[config.mk]
export PLATFORM = sky130hd
export DESIGN_NAME = clmit_act
export DESIGN_NICKNAME = d
export VERILOG_FILES = /design/src/design/clmit_pkg.sv /design/src/design/clmit_act.sv
export SDC_FILE = /design/constraint.sdc
export NUM_CORES = 1
export LEC_CHECK = 0
export BUFFER_PORTS_ARGS = -buffer_cell sky130_fd_sc_hd__buf_2
export CORE_MARGIN = 2
export CORE_UTILIZATION = 40
export CTS_BUF_LIST = sky130_fd_sc_hd__clkbuf_8 sky130_fd_sc_hd__clkbuf_16
export DETAILED_ROUTE_END_ITERATION = 16
export GPL_ROUTABILITY_DRIVEN = 1
export SLEW_MARGIN = 40
export SYNTH_ARGS = -nofsm -noshare
export SYNTH_HDL_FRONTEND = slang
export SYNTH_SLANG_ARGS = --single-unit
[constraint.sdc]
create_clock -name clk_i -period 12.12 [get_ports clk_i]
set_clock_uncertainty 0.2 [all_clocks]
set_input_delay 1.212 -clock clk_i [delete_from_list [all_inputs] [get_ports clk_i]]
set_output_delay 1.212 -clock clk_i [all_outputs]
set_load 0.05 [all_outputs]
[src/design/clmit_pkg.sv]
// ----------------------------------------------------------------------------
// clmit_pkg: shared types and constants of the convolution layer
// Default geometry, item mode codes and the scaled tanh lookup table.
// ----------------------------------------------------------------------------
`default_nettype none

package clmit_pkg;

  // default geometry
  localparam int IN_MAPS_DEF  = 6;
  localparam int OUT_MAPS_DEF = 50;
  localparam int IN_SIZE_DEF  = 13;
  localparam int OUT_SIZE_DEF = 5;
  localparam int KERNEL_DEF   = 5;

  localparam int DATA_W = 16;

  // activation: |acc| in Q.24, table step 0.5 -> 23 fraction bits
  localparam int FRAC_W   = 23;
  localparam int ROM_W    = 13;
  localparam int SAT_BIT  = 27;  // |acc| >= 8.0
  localparam logic [ROM_W-1:0] ACT_MAX = 13'd7028;

  typedef enum logic [1:0] {
    MODE_WEIGHT  = 2'd0,
    MODE_FEATURE = 2'd1,
    MODE_COMPUTE = 2'd2
  } mode_e;

  // 1.7159*tanh(0.6667*x) in Q3.12 at x = 0, 0.5, ..., 8.0
  function automatic logic [ROM_W-1:0] act_rom(input logic [4:0] idx);
    logic [ROM_W-1:0] val;
    case (idx)
      5'd0:    val = 13'd0;
      5'd1:    val = 13'd2260;
      5'd2:    val = 13'd4096;
      5'd3:    val = 13'd5353;
      5'd4:    val = 13'd6115;
      5'd5:    val = 13'd6544;
      5'd6:    val = 13'd6776;
      5'd7:    val = 13'd6897;
      5'd8:    val = 13'd6961;
      5'd9:    val = 13'd6994;
      5'd10:   val = 13'd7010;
      5'd11:   val = 13'd7019;
      5'd12:   val = 13'd7024;
      5'd13:   val = 13'd7026;
      5'd14:   val = 13'd7027;
      5'd15:   val = 13'd7028;
      5'd16:   val = 13'd7028;
      default: val = ACT_MAX;
    endcase
    return val;
  endfunction

endpackage

`default_nettype wire

[src/design/clmit_act.sv]
// ----------------------------------------------------------------------------
// clmit_act: scaled tanh activation
// Three stage pipeline: magnitude and table index, interpolation product,
// rounding and sign restore. Output is Q3.12.
// ----------------------------------------------------------------------------
`default_nettype none

module clmit_act #(
  parameter int ACC_W = 40
) (
  input  wire logic                             clk_i,
  input  wire logic                             rst_ni,
  input  wire logic                             start_i,
  input  wire logic signed [ACC_W-1:0]          acc_i,
  output logic                                  valid_o,
  output logic signed [clmit_pkg::DATA_W-1:0]   y_o
);
  import clmit_pkg::*;

  localparam int PROD_W = ROM_W + FRAC_W;

  logic [ACC_W-1:0]  mag;

  logic              va_q, vb_q;
  logic              neg_a_q, sat_a_q;
  logic [3:0]        idx_a_q;
  logic [FRAC_W-1:0] frac_a_q;

  logic              neg_b_q, sat_b_q;
  logic [ROM_W-1:0]  t0_b_q;
  logic [PROD_W-1:0] prod_b_q;

  logic [ROM_W-1:0]  t0, t1, diff;
  logic [PROD_W-1:0] rnd;
  logic [ROM_W-1:0]  y_mag;

  assign mag   = acc_i[ACC_W-1] ? (ACC_W'(0) - acc_i) : acc_i;
  assign t0    = act_rom({1'b0, idx_a_q});
  assign t1    = act_rom(5'({1'b0, idx_a_q}) + 5'd1);
  assign diff  = t1 - t0;
  assign rnd   = prod_b_q + PROD_W'(1 << (FRAC_W - 1));
  assign y_mag = sat_b_q ? ACT_MAX : t0_b_q + ROM_W'(rnd[PROD_W-1:FRAC_W]);

  always_ff @(posedge clk_i or negedge rst_ni) begin
    if (!rst_ni) begin
      va_q    <= 1'b0;
      vb_q    <= 1'b0;
      valid_o <= 1'b0;
    end else begin
      va_q    <= start_i;
      vb_q    <= va_q;
      valid_o <= vb_q;
    end
  end

  // payload, no reset
  always_ff @(posedge clk_i) begin
    neg_a_q  <= acc_i[ACC_W-1];
    sat_a_q  <= |mag[ACC_W-1:SAT_BIT];
    idx_a_q  <= mag[SAT_BIT-1:FRAC_W];
    frac_a_q <= mag[FRAC_W-1:0];

    neg_b_q  <= neg_a_q;
    sat_b_q  <= sat_a_q;
    t0_b_q   <= t0;
    prod_b_q <= PROD_W'(diff) * PROD_W'(frac_a_q);

    // magnitude stays below 7029, so it fits Q3.12 without any clamp
    y_o <= neg_b_q ? -DATA_W'(y_mag) : DATA_W'(y_mag);
  end

endmodule

`default_nettype wire

==> results_tabular.tex, run 1 <==
\begin{tabular}{lr}
\hline
Metric & Value \\
\hline
\multicolumn{2}{l}{\textbf{Clocking}} \\
\quad Total clock buffers created by CTS & 9 \\
\quad Clock sink count & 90 \\
\quad Library cell used as clock root buffer & sky130\_fd\_sc\_hd\_\_clkbuf\_16 \\
\quad Quantity of gates resized following cts & 0 \\
\quad Number of H-tree levels & 3 \\
\quad Clock Latency Late Sink & between 300 and 400 ps \\
\quad \# hold bufs at CTS & 0 \\
\quad Maximum buffer depth of the clock tree & 2 \\
\quad Clock tree from TritonCTS & built \\
\quad Clk pin slew, worst setup/hold paths & roughly 80 ps \\
\quad Post-CTS setup-driven buffer insertion count & 0 \\
\multicolumn{2}{l}{\textbf{Route}} \\
\quad Top routing layer in use & met4 \\
\quad Mean routed wirelength per cell & 16.4 µm \\
\quad Number of DRC markers after the initial detailed-route iteration & approximately 580 \\
\quad Avg Vias per Cell & around 5.2 \\
\quad Length of routed met2 wiring & 16,200 µm \\
\quad DRT Pass-1 Iters & 5 \\
\quad Wirelength, routed & roughly 35,000 µm \\
\quad Met3 wire length & about 2000 µm \\
\quad Remaining antenna violation count after routing & 0 \\
\quad Number of remaining DRC errors & 0 \\
\quad WL met1 & 16,500 µm \\
\quad Vias post-DR & $\sim$11k \\
\multicolumn{2}{l}{\textbf{Logic synthesis}} \\
\quad Unique masters post-synth & 83 \\
\quad Fraction of registers with async set or reset after synthesis & between 3 and 4\% \\
\quad Prevailing post-synth register cell & sky130\_fd\_sc\_hd\_\_dfxtp\_1 \\
\quad Number of synthesized register bits & 90 \\
\quad Portion of the post-synthesis area used by sequential elements & between 10\% and 20\% \\
\quad Number of synthesized flops with an enable pin & 0 \\
\quad Mean cell area of the mapped netlist & roughly 8.6 µm² \\
\quad Warnings from Yosys & 0 \\
\quad Instance count of the mapped netlist & roughly 1.7k \\
\quad Post-synth net total & 2,043 \\
\quad Netlist Area Pre-Place & between 10,000 and 15,000 µm² \\
\multicolumn{2}{l}{\textbf{Floorplan}} \\
\quad Count of boundary I/O pins & 60 \\
\quad Starting utilization of the core area & 40.3\% \\
\quad Die Outline Area & between 30,000 and 40,000 µm² \\
\quad Chip Width & 193 µm \\
\quad Site Rows & 69 \\
\quad Y dimension of the die & 193 µm \\
\quad Core area & between 30,000 and 40,000 µm² \\
\multicolumn{2}{l}{\textbf{Worst setup path}} \\
\quad Critical path destination & prod\_b\_q[32] \\
\quad Crit Path Class & register to register \\
\quad Critical register-to-register path startpoint & idx\_a\_q[1] \\
\quad Signal arrival time at the worst endpoint & 9970 ps \\
\quad Largest stage delay, worst path & just under 600 ps \\
\quad Type of element launching the critical path & register \\
\quad Req. time, crit path & roughly 12,000 ps \\
\quad Length in cells of the worst reg-to-reg path & 32 \\
\quad Sort of element at the end of the critical path & register \\
\quad Worst R2R Setup Slack & around 2200 ps \\
\quad Cell with the most instances on the worst path & sky130\_fd\_sc\_hd\_\_fa\_1 \\
\quad Cell with the largest stage delay on the worst path & sky130\_fd\_sc\_hd\_\_o31ai\_1 \\
\quad Crit. Startpoint & idx\_a\_q[1] \\
\quad R2r endpoint & prod\_b\_q[32] \\
\quad Worst Path Max Fanout & 23 \\
\multicolumn{2}{l}{\textbf{Run}} \\
\quad Count of max-cap constraint violations & 0 \\
\multicolumn{2}{l}{\textbf{Cells and area}} \\
\quad Area of all placed cells without fillers & about 15,000 µm² \\
\quad Sequential cell area in the final layout & 1820 µm² \\
\quad Post-synthesis to final-layout area growth & 8.13\% \\
\quad Ratio of cells with drive above 1 in the final layout & under 10\% \\
\quad Area of the multi-input gates & $\sim$11,000 µm² \\
\quad Filler instances & 3,509 \\
\quad Layout Nets & 2,062 \\
\multicolumn{2}{l}{\textbf{Outcome}} \\
\quad Status & finished clean \\
\multicolumn{2}{l}{\textbf{Place}} \\
\quad DP Area & 15,100 µm² \\
\quad Routability congestion estimate from global placement & approximately 0.86 \\
\quad Number of buffers added on ports & between 50 and 60 \\
\quad Dpl hpwl & roughly 28,000 µm \\
\multicolumn{2}{l}{\textbf{STA}} \\
\quad Unrepaired setup endpoints after global routing & no \\
\quad Final critical delay including setup and external delays & roughly 10000 ps \\
\quad Share of the clock period used by the worst path after layout & 81.8\% \\
\quad Endpoints failing setup & 0 \\
\quad Least-Margin Pin Slew & 766 ps \\
\quad Max\_slew headroom & 48.8\% \\
\quad Final hold violation count & 0 \\
\quad Achievable frequency & 101 MHz \\
\quad Count of pins over their slew limit & 0 \\
\quad Total negative slack & 0 ps \\
\multicolumn{2}{l}{\textbf{Global route}} \\
\quad Wire length of the first global-routing pass & just under 60,000 µm \\
\quad Vias in the first global route & between 10k and 15k \\
\quad Aggregate global-route resource usage & around 20\% \\
\quad Total congestion overflow after global routing & 0 \\
\quad Maximum number of pins on one net before global-route repair & 48 \\
\quad Number of antenna violations at the first check in global routing & 1 \\
\multicolumn{2}{l}{\textbf{Worst hold path}} \\
\quad Worst hold-check path type & register to register \\
\hline
\end{tabular}
critical path: cells and delay by family (launching register included):
family | cells | cell delay (ps)
AND/OR/NAND/NOR | 5 | 1060
XOR/XNOR | 2 | 690
flip-flops | 1 | 430
buffers and inverters | 4 | 500
adder cells (fa/ha/maj) | 9 | 3810
AO/OA/AOI/OAI | 12 | 3130
cells by family after synthesis:
| logic type | Yosys count | synth area share (%) |
|---|---|---|
| mux | 25 | 1.82 |
| flops | 90 | 12.7 |
| fa+ha+maj | 349 | 42.8 |
| simple gates | 560 | 19.6 |
| compound gates | 178 | 8.39 |
| buf+inv | 373 | 9.82 |
| xor+xnor | 77 | 4.91 |
metal layers:
| layer | up-vias | GRT usage, % |
|---|---|---|
| li1 | 5224 | - |
| met1 | 5511 | 28.1 |
| met2 | 270 | 32.0 |
| met3 | 33 | 3.46 |
| met4 | 0 | 3.88 |
| met5 | - | 0 |
area by class of cell:
type,instances,area share [%]
Inverter,305,7.43
Clock buffer,9,1.46
Timing Repair Buffer,76,2.79
Clock inverter,7,0.494
Tap cell,461,3.74
Multi-Input combinational cell,1189,72.3
Sequential cell,90,11.8
Antenna cell,1,0.0162
registers in the layout, indices dropped and copies added, names as in the netlist, 4 cells and up:
signal / cells
t0_b_q: 13
prod_b_q: 14
frac_a_q: 23
idx_a_q: 4
t0: 13
y_o: 16
placed cells by master (no fill, tap or decap), drive strengths merged, types with 3 or more instances in the layout:
master,instances
a21o,8
a21boi,5
o21ai,41
o211ai,4
o41ai,4
o22ai,4
dfxtp,87
dfrtp,3
nand4,9
nor3,21
ha,116
fa,232
nand2,241
nor2b,31
xor2,18
buf,76
a211oi,8
or4,8
mux2,8
and2,51
clkbuf,9
o31a,3
clkinv,4
a31oi,10
o31ai,14
and4,3
inv,308
o2111ai,3
or3,12
nand3,26
mux2i,17
nand2b,52
a21oi,42
and3,19
xnor2,59
nor4,10
nor2,63
a211o,4
o21a,5
how the worst min path moves through the flow:
stage	start	to	slack [ps]	cells after the start
3_5_place_dp	neg_a_q	neg_b_q	120	0
2_1_floorplan	neg_a_q	neg_b_q	110	0
4_1_cts	neg_a_q	neg_b_q	140	0
6_report	neg_a_q	neg_b_q	140	0
3_3_place_gp	neg_a_q	neg_b_q	110	0
5_1_grt	t0[8]	t0_b_q[8]	160	0
synth_stat cells, types with 21 or more instances:
master	n	area share, %
sky130_fd_sc_hd__a21oi_1	42	1.5
sky130_fd_sc_hd__and2_1	51	2.2
sky130_fd_sc_hd__clkbuf_1	67	1.8
sky130_fd_sc_hd__dfxtp_1	87	12
sky130_fd_sc_hd__fa_1	232	33
sky130_fd_sc_hd__ha_1	116	10
sky130_fd_sc_hd__inv_1	302	7.9
sky130_fd_sc_hd__nand2_1	239	6.3
sky130_fd_sc_hd__nand2b_1	52	2.3
sky130_fd_sc_hd__nand3_1	25	0.88
sky130_fd_sc_hd__nor2_1	62	1.6
sky130_fd_sc_hd__nor2b_1	31	1.4
sky130_fd_sc_hd__nor3_1	21	0.74
sky130_fd_sc_hd__o21ai_0	38	1.3
sky130_fd_sc_hd__xnor2_1	59	3.6
metrics by stage:
step                worst slack [ps]  hold WS [ps]  std cells  utilization (%)
floorplan                       3230           110       1652                -
global placement                2430           111       2120             42.6
detailed placement              2130           123       2121             42.7
CTS                             2060           140       2137             43.6
global route                    1500           158       2137             43.6
finish                          2200           136       2138             43.6
Power of run 1 is not shown: default switching activity piles up to over one toggle a cycle in this logic, so the estimate is an artifact.
==> run 2, diff against run 1 <==
--- a/config.mk
+++ b/config.mk
@@ -5,6 +5,7 @@
 export SDC_FILE = /design/constraint.sdc
 export NUM_CORES = 1
 export LEC_CHECK = 0
+export ABC_AREA = 1
 export BUFFER_PORTS_ARGS = -buffer_cell sky130_fd_sc_hd__buf_2
 export CORE_MARGIN = 2
 export CORE_UTILIZATION = 40
==> constraint.sdc (replaced) <==
create_clock -name clk_i -period 8.9 [get_ports clk_i]
set_clock_uncertainty 0.2 [all_clocks]
set_input_delay 0.89 -clock clk_i [delete_from_list [all_inputs] [get_ports clk_i]]
set_output_delay 0.89 -clock clk_i [all_outputs]
set_load 0.05 [all_outputs]
==> results_tabular.tex, run 2 <==
\begin{tabular}{lr}
\hline
Metric & Value \\
\hline
\multicolumn{2}{l}{\textbf{Route}} \\
\quad Wirelength, routed & 43,200 µm (+23\%) \\
\quad DRT Pass-1 Iters & 5 (unchanged) \\
\quad Avg Vias per Cell & 4.96 (-3.9\%) \\
\quad Vias post-DR & 13.2k (+20\%) \\
\quad Number of DRC markers after the initial detailed-route iteration & 740 (+29\%) \\
\quad Remaining antenna violation count after routing & 0 (unchanged) \\
\quad Number of remaining DRC errors & 0 (unchanged) \\
\quad Mean routed wirelength per cell & 16.2 µm (-1.4\%) \\
\multicolumn{2}{l}{\textbf{Logic synthesis}} \\
\quad Library cell with the highest instance count after synthesis & sky130\_fd\_sc\_hd\_\_nand2\_1 \\
\quad Number of synthesized register bits & 90 (unchanged) \\
\quad Unique masters post-synth & 48 (-42\%) \\
\quad Portion of the post-synthesis area used by sequential elements & 11.9\% (-0.78 points) \\
\quad Netlist Area Pre-Place & 15,200 µm² (+6.6\%) \\
\quad Post-synth net total & 2,511 (+23\%) \\
\quad Prevailing post-synth register cell & sky130\_fd\_sc\_hd\_\_dfxtp\_1 \\
\quad Ranking of synthesized cells by instance count & sky130\_fd\_sc\_hd\_\_nand2\_1 (505), sky130\_fd\_sc\_hd\_\_inv\_1 (469), sky130\_fd\_sc\_hd\_\_nor2\_1 (238) \\
\quad Proportion of netlist area held by the largest area contributor & 30.5\% (-2.0 points) \\
\quad Instance count of the mapped netlist & 2,120 (+28\%) \\
\quad Mean cell area of the mapped netlist & 7.18 µm² (-17\%) \\
\quad Top cells by area in the synthesized netlist & sky130\_fd\_sc\_hd\_\_fa\_1 (31\%), sky130\_fd\_sc\_hd\_\_nand2\_1 (12\%), sky130\_fd\_sc\_hd\_\_inv\_1 (12\%) \\
\quad Fraction of registers with async set or reset after synthesis & 3.33\% (unchanged) \\
\quad Largest area contributor in the netlist & sky130\_fd\_sc\_hd\_\_fa\_1 \\
\quad Number of synthesized flops with an enable pin & 0 (unchanged) \\
\quad Warnings from Yosys & 0 (unchanged) \\
\multicolumn{2}{l}{\textbf{Worst setup path}} \\
\quad Cell with the largest stage delay on the worst path & sky130\_fd\_sc\_hd\_\_inv\_1 \\
\quad Worst Path Max Fanout & 15 (-35\%) \\
\quad Largest stage delay, worst path & 600 ps (+20 ps) \\
\quad Req. time, crit path & 8970 ps (-3200 ps) \\
\quad Crit Path Class & register to register \\
\quad Cell with the most instances on the worst path & sky130\_fd\_sc\_hd\_\_inv\_1 \\
\quad Type of element launching the critical path & register \\
\quad Category of cells accounting for the largest share of critical-path delay & adder cells \\
\quad Count of buffering cells on the critical path with inverters included & 8 (+4) \\
\quad Signal arrival time at the worst endpoint & 8360 ps (-1610 ps) \\
\quad Sort of element at the end of the critical path & register \\
\multicolumn{2}{l}{\textbf{Floorplan}} \\
\quad Core area & 37,600 µm² (+6.2\%) \\
\quad Count of boundary I/O pins & 60 (unchanged) \\
\quad Y dimension of the die & 199 µm (+3.2\%) \\
\quad Site Rows & 71 (+2.9\%) \\
\quad Starting utilization of the core area & 40.5\% (+0.15 points) \\
\quad Die Outline Area & 39,600 µm² (+6.4\%) \\
\quad Chip Width & 199 µm (+3.2\%) \\
\multicolumn{2}{l}{\textbf{Place}} \\
\quad Routability congestion estimate from global placement & 0.916 (+6.3\%) \\
\quad Dpl hpwl & 36,600 µm (+32\%) \\
\quad Number of buffers added on ports & 59 (unchanged) \\
\multicolumn{2}{l}{\textbf{Cells and area}} \\
\quad Most common cell after layout, fill and taps aside & sky130\_fd\_sc\_hd\_\_nand2\_1 \\
\quad Biggest registers after layout & frac\_a\_q: 23 flops, y\_o: 16 flops, prod\_b\_q: 14 flops \\
\quad Register with the most flip-flops & frac\_a\_q \\
\quad Number of flip-flops under the largest register name & 23 (unchanged) \\
\quad Ratio of cells with drive above 1 in the final layout & 6.96\% (-0.92 points) \\
\quad Antenna cells & 0 (-1) \\
\quad Layout Nets & 2,542 (+23\%) \\
\quad Highest-count cells in the layout ignoring fill and taps & sky130\_fd\_sc\_hd\_\_nand2\_1 (503), sky130\_fd\_sc\_hd\_\_inv\_1 (465), sky130\_fd\_sc\_hd\_\_nor2\_1 (238), sky130\_fd\_sc\_hd\_\_fa\_1 (232), sky130\_fd\_sc\_hd\_\_nand3\_1 (121) \\
\quad Post-synthesis to final-layout area growth & 7.64\% \\
\multicolumn{2}{l}{\textbf{Clocking}} \\
\quad Library cell used as clock root buffer & sky130\_fd\_sc\_hd\_\_clkbuf\_16 \\
\quad \# hold bufs at CTS & 0 (unchanged) \\
\quad Maximum buffer depth of the clock tree & 2 (unchanged) \\
\quad Number of H-tree levels & 3 (unchanged) \\
\quad Clk pin slew, worst setup/hold paths & 70 ps (about the same) \\
\quad Clock tree from TritonCTS & built \\
\quad Total clock buffers created by CTS & 9 (unchanged) \\
\quad Clock sink count & 90 (unchanged) \\
\quad Clock Latency Late Sink & 380 ps (+20 ps) \\
\multicolumn{2}{l}{\textbf{STA}} \\
\quad Final critical delay including setup and external delays & 8290 ps (-1630 ps) \\
\quad Endpoints failing setup & 0 (unchanged) \\
\quad Max\_slew headroom & 46.7\% (-2.1 points) \\
\quad Achievable frequency & 121 MHz (+20\%) \\
\quad Share of the clock period used by the worst path after layout & 93.1\% (+11 points) \\
\quad Least-Margin Pin Slew & 795 ps (+28.3 ps) \\
\quad Total negative slack & 0 ps (unchanged) \\
\quad Unrepaired setup endpoints after global routing & no \\
\quad Count of pins over their slew limit & 0 (unchanged) \\
\quad Final hold violation count & 0 (unchanged) \\
\multicolumn{2}{l}{\textbf{Run}} \\
\quad Count of max-cap constraint violations & 0 (unchanged) \\
\multicolumn{2}{l}{\textbf{Global route}} \\
\quad Maximum number of pins on one net before global-route repair & 39 (-19\%) \\
\quad Total congestion overflow after global routing & 0 (unchanged) \\
\quad Number of antenna violations at the first check in global routing & 1 (unchanged) \\
\quad Aggregate global-route resource usage & 23.2\% (+3.3 points) \\
\quad Vias in the first global route & 13.7k (+23\%) \\
\quad Wire length of the first global-routing pass & 70,400 µm (+22\%) \\
\multicolumn{2}{l}{\textbf{Outcome}} \\
\quad Status & finished clean \\
\multicolumn{2}{l}{\textbf{Worst hold path}} \\
\quad Worst hold-check path type & primary input to async pin \\
\hline
\end{tabular}
[run 2: timing repair]
action                                  4_1_cts  5_1_grt
buffers inserted                              0        2
endpoints found under the setup margin        0       11
gates resized for setup                       0        6
hold endpoints to repair                      0        0
[run 2: worst paths after layout]
check / start / end / slack [ps] / cells after the start
max: idx_a_q[0] / prod_b_q[33] / 610 / 32
min: rst_ni / va_q / 100 / 1
min reg2reg: sat_a_q / sat_b_q / 130 / 0
max in group asynchronous: rst_ni / valid_o / 8290 / 1
min in group clk_i: sat_a_q / sat_b_q / 130 / 0
max reg2reg: idx_a_q[0] / prod_b_q[33] / 610 / 32
[run 2: through the flow]
| stage | std cells | area [µm²] | hold slack, ps | utilization, % | setup slack (ps) |
|---|---|---|---|---|---|
| 2_1_floorplan | 2120 | 15200 | 110 | - | 1530 |
| 3_3_place_gp | 2649 | 16000 | 112 | 42.6 | 717 |
| 3_5_place_dp | 2649 | 16000 | 112 | 42.6 | 527 |
| 4_1_cts | 2665 | 16300 | 94.9 | 43.5 | 502 |
| 5_1_grt | 2667 | 16400 | 91.3 | 43.6 | 17.4 |
| 6_report | 2667 | 16400 | 103 | 43.6 | 614 |
[run 2: kinds of logic (layout without fill, tap and decap cells)]
kind of cell             count (synthesis)  in the layout  synth area share [%]
AND/OR/NAND/NOR                        957            957                  26.3
buffers and inverters                  534            570                  13.3
adder cells (fa/ha/maj)                348            348                  40.1
AO/OA/AOI/OAI                          142            142                  5.37
flip-flops                              90             90                  11.9
XOR/XNOR                                49             49                  2.94
[run 2: cell type report]
cell class | instances | area (µm²)
Timing Repair Buffer | 72 | 405
Tap cell | 511 | 639
Inverter | 482 | 1820
Sequential cell | 90 | 1820
Multi-Input combinational cell | 1496 | 11400
Clock buffer | 9 | 225
Clock inverter | 7 | 85.1
Fill cell | 3919 | 21200
[run 2: routing by layer]
| metal | global-route usage, % | up-vias | wire, µm |
|---|---|---|---|
| met5 | 0 | - | 0 |
| met4 | 9.15 | 0 | 1680 |
| met3 | 3.92 | 104 | 2660 |
| met2 | 38.9 | 418 | 19900 |
| met1 | 29.7 | 6297 | 18900 |
| li1 | - | 6407 | - |
Power of run 2 is left out for the same reason.
==> run 3, diff against run 2 <==
--- a/config.mk
+++ b/config.mk
@@ -12,6 +12,7 @@
 export CTS_BUF_LIST = sky130_fd_sc_hd__clkbuf_8 sky130_fd_sc_hd__clkbuf_16
 export DETAILED_ROUTE_END_ITERATION = 16
 export GPL_ROUTABILITY_DRIVEN = 1
+export REMOVE_ABC_BUFFERS = 1
 export SLEW_MARGIN = 40
 export SYNTH_ARGS = -nofsm -noshare
 export SYNTH_HDL_FRONTEND = slang
==> results_tabular.tex, run 3 (synthesized netlist as in run 2, its figures left out) <==
\begin{tabular}{lr}
\hline
Metric & Value \\
\hline
\multicolumn{2}{l}{\textbf{Cells and area}} \\
\quad Post-synthesis to final-layout area growth & 7.56\% (about the same) \\
\quad Highest-count cells in the layout ignoring fill and taps & sky130\_fd\_sc\_hd\_\_nand2\_1 (503), sky130\_fd\_sc\_hd\_\_inv\_1 (465), sky130\_fd\_sc\_hd\_\_nor2\_1 (238), sky130\_fd\_sc\_hd\_\_fa\_1 (232), sky130\_fd\_sc\_hd\_\_nand3\_1 (121) \\
\quad Most common cell after layout, fill and taps aside & sky130\_fd\_sc\_hd\_\_nand2\_1 \\
\quad Antenna cells & 0 (unchanged) \\
\quad Number of flip-flops under the largest register name & 23 (unchanged) \\
\quad Area of all placed cells without fillers & 16,400 µm² (about the same) \\
\quad Filler instances & 3,835 (-2.1\%) \\
\quad Layout Nets & 2,540 (-0.079\%) \\
\quad Biggest registers after layout & frac\_a\_q: 23 flops, y\_o: 16 flops, prod\_b\_q: 14 flops \\
\quad Register with the most flip-flops & frac\_a\_q \\
\quad Non-Filler Instances & 2,665 (-0.075\%) \\
\quad Ratio of cells with drive above 1 in the final layout & 6.92\% (-0.040 points) \\
\multicolumn{2}{l}{\textbf{Global route}} \\
\quad Vias in the first global route & 13.6k (-0.47\%) \\
\quad Total congestion overflow after global routing & 0 (unchanged) \\
\quad Maximum number of pins on one net before global-route repair & 39 (unchanged) \\
\quad Number of antenna violations at the first check in global routing & 0 (-1) \\
\quad Wire length of the first global-routing pass & 69,600 µm (-1.1\%) \\
\quad Aggregate global-route resource usage & 22.5\% (-0.67 points) \\
\multicolumn{2}{l}{\textbf{Route}} \\
\quad Remaining antenna violation count after routing & 0 (unchanged) \\
\quad DRT Pass-1 Iters & 7 (+2) \\
\quad Wirelength, routed & 41,900 µm (-3.1\%) \\
\quad Length of routed met2 wiring & 19,600 µm (-1.4\%) \\
\quad Avg Vias per Cell & 4.93 (-0.54\%) \\
\quad WL met1 & 18,900 µm (-0.45\%) \\
\quad Met3 wire length & 2330 µm (-12\%) \\
\quad Mean routed wirelength per cell & 15.7 µm (-3.0\%) \\
\quad Top routing layer in use & met4 \\
\quad Number of DRC markers after the initial detailed-route iteration & 760 (+2.7\%) \\
\quad Vias post-DR & 13.1k (-0.61\%) \\
\quad Number of remaining DRC errors & 0 (unchanged) \\
\multicolumn{2}{l}{\textbf{Clocking}} \\
\quad Clk pin slew, worst setup/hold paths & 70 ps (about the same) \\
\quad Maximum buffer depth of the clock tree & 2 (unchanged) \\
\quad Clock sink count & 90 (unchanged) \\
\quad Clock tree from TritonCTS & built \\
\quad Total clock buffers created by CTS & 9 (unchanged) \\
\quad Library cell used as clock root buffer & sky130\_fd\_sc\_hd\_\_clkbuf\_16 \\
\quad Number of H-tree levels & 3 (unchanged) \\
\quad Clock Latency Late Sink & 350 ps (-30 ps) \\
\quad \# hold bufs at CTS & 0 (unchanged) \\
\multicolumn{2}{l}{\textbf{STA}} \\
\quad Unrepaired setup endpoints after global routing & no \\
\quad Count of pins over their slew limit & 0 (unchanged) \\
\quad Least-Margin Pin Slew & 810 ps (+15.9 ps) \\
\quad Max\_slew headroom & 45.6\% (-1.1 points) \\
\quad Share of the clock period used by the worst path after layout & 92.2\% (-0.85 points) \\
\quad Final critical delay including setup and external delays & 8210 ps (-75.6 ps) \\
\quad Total negative slack & 0 ps (unchanged) \\
\quad Final hold violation count & 0 (unchanged) \\
\quad Achievable frequency & 122 MHz (+0.92\%) \\
\quad Endpoints failing setup & 0 (unchanged) \\
\multicolumn{2}{l}{\textbf{Worst setup path}} \\
\quad Largest stage delay, worst path & 550 ps (-50 ps) \\
\quad Cell with the most instances on the worst path & sky130\_fd\_sc\_hd\_\_nand2\_1 \\
\quad Worst Path Max Fanout & 13 (-2) \\
\quad Signal arrival time at the worst endpoint & 8260 ps (-100 ps) \\
\quad Crit Path Class & register to register \\
\quad Req. time, crit path & 8950 ps (-20 ps) \\
\quad Cell with the largest stage delay on the worst path & sky130\_fd\_sc\_hd\_\_fa\_1 \\
\quad Sort of element at the end of the critical path & register \\
\quad Type of element launching the critical path & register \\
\multicolumn{2}{l}{\textbf{Place}} \\
\quad Number of buffers added on ports & 59 (unchanged) \\
\quad Routability congestion estimate from global placement & 0.955 (+4.3\%) \\
\quad Count of placed standard cells including taps & 2,649 (unchanged) \\
\quad Dpl hpwl & 35,700 µm (-2.4\%) \\
\quad DP Area & 16,000 µm² (unchanged) \\
\multicolumn{2}{l}{\textbf{Outcome}} \\
\quad Status & finished clean \\
\multicolumn{2}{l}{\textbf{Floorplan}} \\
\quad Count of boundary I/O pins & 60 (unchanged) \\
\quad Y dimension of the die & 199 µm (unchanged) \\
\quad Chip Width & 199 µm (unchanged) \\
\quad Site Rows & 71 (unchanged) \\
\quad Die Outline Area & 39,600 µm² (unchanged) \\
\quad Starting utilization of the core area & 40.5\% (unchanged) \\
\quad Core area & 37,600 µm² (unchanged) \\
\multicolumn{2}{l}{\textbf{Run}} \\
\quad Count of max-cap constraint violations & 0 (unchanged) \\
\multicolumn{2}{l}{\textbf{Worst hold path}} \\
\quad Worst hold-check path type & primary input to async pin \\
\hline
\end{tabular}
[run 3: cell count changes in the layout (fill, tap and decap cells not counted)]
cell                         previous run  this run
sky130_fd_sc_hd__clkinv_4               0         1
sky130_fd_sc_hd__clkinvlp_4             4         3
sky130_fd_sc_hd__bufinv_16              1         2
sky130_fd_sc_hd__buf_4                 12        11
sky130_fd_sc_hd__clkinv_2               0         1
sky130_fd_sc_hd__dfxtp_2                0         1
sky130_fd_sc_hd__dfxtp_1               87        86
sky130_fd_sc_hd__inv_8                  2         0
sky130_fd_sc_hd__buf_12                 1         0
[run 3: critical path: cells and delay by family, from the launching register on]
| kind | cells | cell delay, ps |
|---|---|---|
| fa+ha+maj | 9 | 3800 |
| simple gates | 19 | 2340 |
| buf+inv | 8 | 1070 |
| flops | 1 | 440 |
| compound gates | 2 | 230 |
[run 3: metal layers]
metal	vias to the layer above	track usage, %
met2	391	38.0
met4	0	6.30
met1	6281	30.2
li1	6404	-
met5	-	0
met3	69	3.07
[run 3: what timing repair did]
item	in CTS	in global routing
gates resized for setup	0	7
buffers inserted	0	0
endpoints found under the setup margin	0	9
[run 3: final timing paths]
check	start	end	slack, ps	depth (start not counted)
setup / recovery	idx_a_q[1]	prod_b_q[35]	690	38
hold / removal	rst_ni	valid_o	120	1
setup reg to reg	idx_a_q[1]	prod_b_q[35]	690	38
hold reg to reg	sat_a_q	sat_b_q	130	0
max in group asynchronous	rst_ni	vb_q	8270	1
min in group clk_i	sat_a_q	sat_b_q	130	0
[run 3: per-stage QoR]
stage	setup slack [ps]	util (%)	hold WS, ps
detailed placement	561	42.6	119
CTS	556	43.5	110
global placement	815	42.6	114
finish	690	43.5	120
global route	44.4	43.5	109
floorplan	1470	-	110
[run 3: final cells by class]
class,instances,area [µm²],share of cell area [%]
multi-input combinational,1496,11400,69.6
sequential,90,1820,11.1
inverter,482,1820,11.1
tap,511,639,3.91
timing repair buffer,70,378,2.31
clock buffer,9,225,1.38
clock inverter,7,98.8,0.604
Power of run 3 is left out for the same reason.
